**src/rtl/core/location_expression_stack_machine_assert.svh**
```systemverilog
// ----------------------------------------------------------------------------
// location expression stack machine assertion macros
// concurrent checks that compile away for synthesis
// ----------------------------------------------------------------------------
`ifndef LOCATION_EXPRESSION_STACK_MACHINE_ASSERT_SVH
`define LOCATION_EXPRESSION_STACK_MACHINE_ASSERT_SVH
`ifndef SYNTHESIS
`define LESM_ASSERT(lbl, clk, rstn, prop) \
	lbl: assert property (@(posedge clk) disable iff (!rstn) (prop)) \
		else $error("assertion failed");
`define LESM_ASSERT_IMPL(lbl, clk, rstn, ante, cons) \
	lbl: assert property (@(posedge clk) disable iff (!rstn) (ante) |-> (cons)) \
		else $error("assertion failed");
`else
`define LESM_ASSERT(lbl, clk, rstn, prop)
`define LESM_ASSERT_IMPL(lbl, clk, rstn, ante, cons)
`endif
`endif

```
**src/rtl/core/lesm_ram.sv**
```systemverilog
// ----------------------------------------------------------------------------
// lesm_ram
// generic single write, single read ram with registered read data
// ----------------------------------------------------------------------------
module lesm_ram #(
	parameter int WIDTH = 64,
	parameter int DEPTH = 16
) (
	input  logic                     clk,
	input  logic                     we,
	input  logic [$clog2(DEPTH)-1:0] waddr,
	input  logic [WIDTH-1:0]         wdata,
	input  logic [$clog2(DEPTH)-1:0] raddr,
	output logic [WIDTH-1:0]         rdata
);
	logic [WIDTH-1:0] mem_q [DEPTH];

	always_ff @(posedge clk) begin
		if (we) begin
			mem_q[waddr] <= wdata;
		end
		rdata <= mem_q[raddr];
	end
endmodule

```
**config.mk**
```make
export PLATFORM = sky130hd
export DESIGN_NAME = lesm_ram
export DESIGN_NICKNAME = d
export VERILOG_FILES = /design/src/rtl/core/location_expression_stack_machine_assert.svh /design/src/rtl/core/lesm_ram.sv
export SDC_FILE = /design/constraint.sdc
export NUM_CORES = 1
export LEC_CHECK = 0
export BUFFER_PORTS_ARGS = -buffer_cell sky130_fd_sc_hd__buf_4
export CAP_MARGIN = 10
export CORE_ASPECT_RATIO = 0.8
export CORE_MARGIN = 2
export CORE_UTILIZATION = 61
export CTS_CLUSTER_DIAMETER = 60
export DETAILED_ROUTE_END_ITERATION = 8
export PLACE_DENSITY = 0.78
export SLEW_MARGIN = 20
export SYNTH_ARGS = -nofsm -noshare
export SYNTH_HDL_FRONTEND = slang
export SYNTH_SLANG_ARGS = --single-unit
export TNS_END_PERCENT = 30
```
**constraint.sdc**
```tcl
create_clock -name clk -period 5.9 [get_ports clk]
set_input_delay 0 -clock clk [delete_from_list [all_inputs] [get_ports clk]]
set_output_delay 0 -clock clk [all_outputs]
set_load 0.02 [all_outputs]
```
==> results_tabular.tex <==
\begin{tabular}{lr}
\hline
Metric & Value \\
\hline
\multicolumn{2}{l}{\textbf{Status}} \\
\quad Result of the run & finished clean \\
\multicolumn{2}{l}{\textbf{Detailed routing}} \\
\quad Final routed wire length divided by cell count & 30.94 µm \\
\quad Drt via density & 6.591 \\
\quad Number of vias after detailed routing & 18.71k \\
\quad Initial DRC Count & 2,487 \\
\quad Post-DRT Antenna Nets & 0 \\
\quad Remaining DRCs & 0 \\
\quad Drt first pass iters & 5 \\
\quad Total routed wirelength & 87,830 µm \\
\multicolumn{2}{l}{\textbf{Power}} \\
\quad Proportion of power drawn by the clock network & 0.406 \\
\quad Sum of internal, switching and leakage power & 16.14 mW \\
\quad Net switching power of the design & 3.343 mW \\
\quad Fraction of power consumed by sequential logic & 0.540 \\
\quad Maximum vdd ir drop & 0.0002565 V \\
\quad Int Pwr & 12.80 mW \\
\quad Net Sw Frac & 0.2071 \\
\quad Combinational share of power & 0.054 \\
\quad Power density relative to cell area & 353.5 mW/mm² \\
\quad Leakage power & 14.75 nW \\
\multicolumn{2}{l}{\textbf{Logic synthesis}} \\
\quad Post-synth design cell area & 0.03958 mm² \\
\quad Number of distinct library cells after synthesis & 18 \\
\quad Mean area per synthesized cell & 24.03 µm² \\
\quad Synth Warn \# & 0 \\
\quad Net Count, Synth & 1,721 \\
\quad Share of the yosys chip area belonging to registers & 0.8092 \\
\quad Number of flip-flops and latches in the synthesized netlist & 1,088 \\
\quad Synthesized netlist cell count & 1,647 \\
\multicolumn{2}{l}{\textbf{Timing}} \\
\quad Min cycle time layout & 2.480 ns \\
\quad Worst Max-Slew Pin Slew & 1.200 ns \\
\quad Setup repair after global routing missed its margin & no \\
\quad Final Slew Violations & 0 \\
\quad Period utilization & 0.4203 \\
\quad Final hold violation count & 0 \\
\quad Number of failing setup endpoints in the final timing report & 0 \\
\quad Worst clock skew on the final layout & 0.01309 ns \\
\quad Achievable Freq & 403.3 MHz \\
\quad WHS & 0.1114 ns \\
\quad Relative slew margins & 0.2003 \\
\quad Accumulated negative setup slack & 0 ns \\
\multicolumn{2}{l}{\textbf{Clocking}} \\
\quad Sinks on Clock Net & 1,088 \\
\quad Register clock-pin slew on the reported worst setup and hold paths & 0.06 ns \\
\quad CTS tree & built \\
\quad Cts bufs inserted & 99 \\
\quad Root buf cell & clkbuf\_16 \\
\quad Worst-skew pair later-pin latency & 0.65 ns \\
\quad Maximum clock insertion buffer count & 3 \\
\quad Maximum level of the CTS H-tree & 3 \\
\multicolumn{2}{l}{\textbf{Setup path}} \\
\quad Crit path max fanout & 44 \\
\quad Type of destination of the critical path & register \\
\quad Startpoint Class & input port \\
\quad Arrival time at the worst endpoint & 2.75 ns \\
\quad Worst setup path class & in -> reg \\
\quad Data required, critical path & 6.17 ns \\
\multicolumn{2}{l}{\textbf{Final layout}} \\
\quad Most common cell after layout, fill and taps aside & edfxtp\_1 \\
\quad Area Growth Syn to Fin & 15.37\% \\
\quad Share of layout cells above drive strength 1 & 0.2991 \\
\quad Final cell count without fillers & 2,839 \\
\quad Number of nets in the finished design & 1,975 \\
\quad Fill cell instance count of the final layout & 3,529 \\
\quad Final Core Density & 0.7115 \\
\quad Most used cells in the layout excluding fill and tap cells & edfxtp\_1 (1,024), mux4\_2 (256), buf\_4 (165), a22oi\_1 (128), clkbuf\_16 (102) \\
\multicolumn{2}{l}{\textbf{GRT}} \\
\quad Tot GR Track Use & 0.2699 \\
\quad Final global-route overflow total & 0 \\
\quad Pin count of the biggest net entering global routing & 114 \\
\quad First-pass GRT wire length & 128,900 µm \\
\quad Number of antenna violations at the first check in global routing & 4 \\
\quad Vias in the first global route & 19.47k \\
\multicolumn{2}{l}{\textbf{Die}} \\
\quad Site Rows & 83 \\
\quad Die span in y & 231.8 µm \\
\quad Total Die Area & 0.06696 mm² \\
\quad Floorplan die width & 288.8 µm \\
\quad Area of the core & 0.06418 mm² \\
\quad Initial standard-cell utilization of the core & 0.6167 \\
\quad I/O pin total & 138 \\
\multicolumn{2}{l}{\textbf{Min path}} \\
\quad Tightest Hold Check Type & in -> reg \\
\multicolumn{2}{l}{\textbf{Placed design}} \\
\quad DP Cell Count & 2,583 \\
\quad DPL Wire Length & 40,200 µm \\
\quad Count of buffers inserted at the top-level ports & 137 \\
\quad Routability-driven placement congestion ratio & 0.7165 \\
\multicolumn{2}{l}{\textbf{Job}} \\
\quad Max\_cap viols & 0 \\
\hline
\end{tabular}
-- layer usage --
metal  vias up  share of wire  global-route usage
met5         -        0.00015                   0
met4         2          0.019             0.06379
met3       134           0.11             0.06081
met2      1145           0.49              0.4284
met1      9879           0.38              0.3919
li1       7551              -                   -
-- critical path, cell delays in order --
cell,delay [ns]
dlygate4sd3_1,0.53
buf_4,0.16
nand2b_1,0.33
nor2_4,0.89
buf_4,0.81
-- synth_stat cells --
master    instances  area, µm²
or3b_2            1      8.760
buf_2            13      65.06
clkbuf_1         36      135.1
nor3_1            4      20.02
buf_1            16      60.06
nor2b_1           2      12.51
nand2b_1          2      12.51
and2_1            1      6.260
edfxtp_1       1024      30750
dfxtp_1          64       1281
nand3_1           1      5.000
buf_4             6      45.04
nor2_1           13      48.80
nand3b_1          2      15.01
mux4_2          256       5766
buf_6            13      146.4
nand2_1          65      244.0
a22oi_1         128      960.9
-- sequential cells by signal, indices dropped and copies added (netlist names) --
signal and flops:
rdata 64, mem_q 1024
-- power groups by stage --
stage	combinational [mW]	sequential (mW)	clock [mW]
detailed placement	0.825	8.87	0
global placement	0.806	8.86	0
finish	0.874	8.71	6.56
global route	0.930	8.72	6.89
CTS	0.878	8.71	6.61
floorplan	0.411	8.91	0
-- cell families after synthesis --
group	share of synthesized area
AOI/OAI and AO/OA	0.02428
muxes	0.1457
buffers and inverters	0.01141
DFF	0.8092
and+or+nand+nor	0.009420
-- final timing paths --
kind | start | to | slack (ns) | depth (start not counted)
max | waddr[0] | mem_q[6][40] | 3.42 | 5
min | raddr[1] | rdata[5] | 0.11 | 4
max reg2reg | mem_q[3][53] | rdata[53] | 4.33 | 3
min reg2reg | mem_q[12][3] | rdata[3] | 0.67 | 3
-- stage by stage --
step | worst slack (ns) | instance area, µm²
floorplan | 0.4712 | 39580
global placement | 3.271 | 41630
detailed placement | 3.274 | 41640
CTS | 3.472 | 45660
global route | 3.330 | 45660
finish | 3.420 | 45670
-- what timing repair did --
action / in CTS / in global routing
resized for setup: 0 / 0
hold buffers: 67 / 0
setup buffers: 0 / 0
endpoints found under the hold margin: 1057 / 0
-- final cells by class --
type / count / area (µm²) / area share
well taps: 850 / 1064 / 0.02329
repair buffers: 237 / 1982 / 0.04340
clock inverters: 57 / 624.3 / 0.01367
flip-flops and latches: 1088 / 32030 / 0.7014
clock buffers: 129 / 2724 / 0.05965
diodes: 3 / 7.507 / 0.0001644
multi-input cells: 475 / 7234 / 0.1584
No activity file was read; power rests on OpenSTA's default activity.
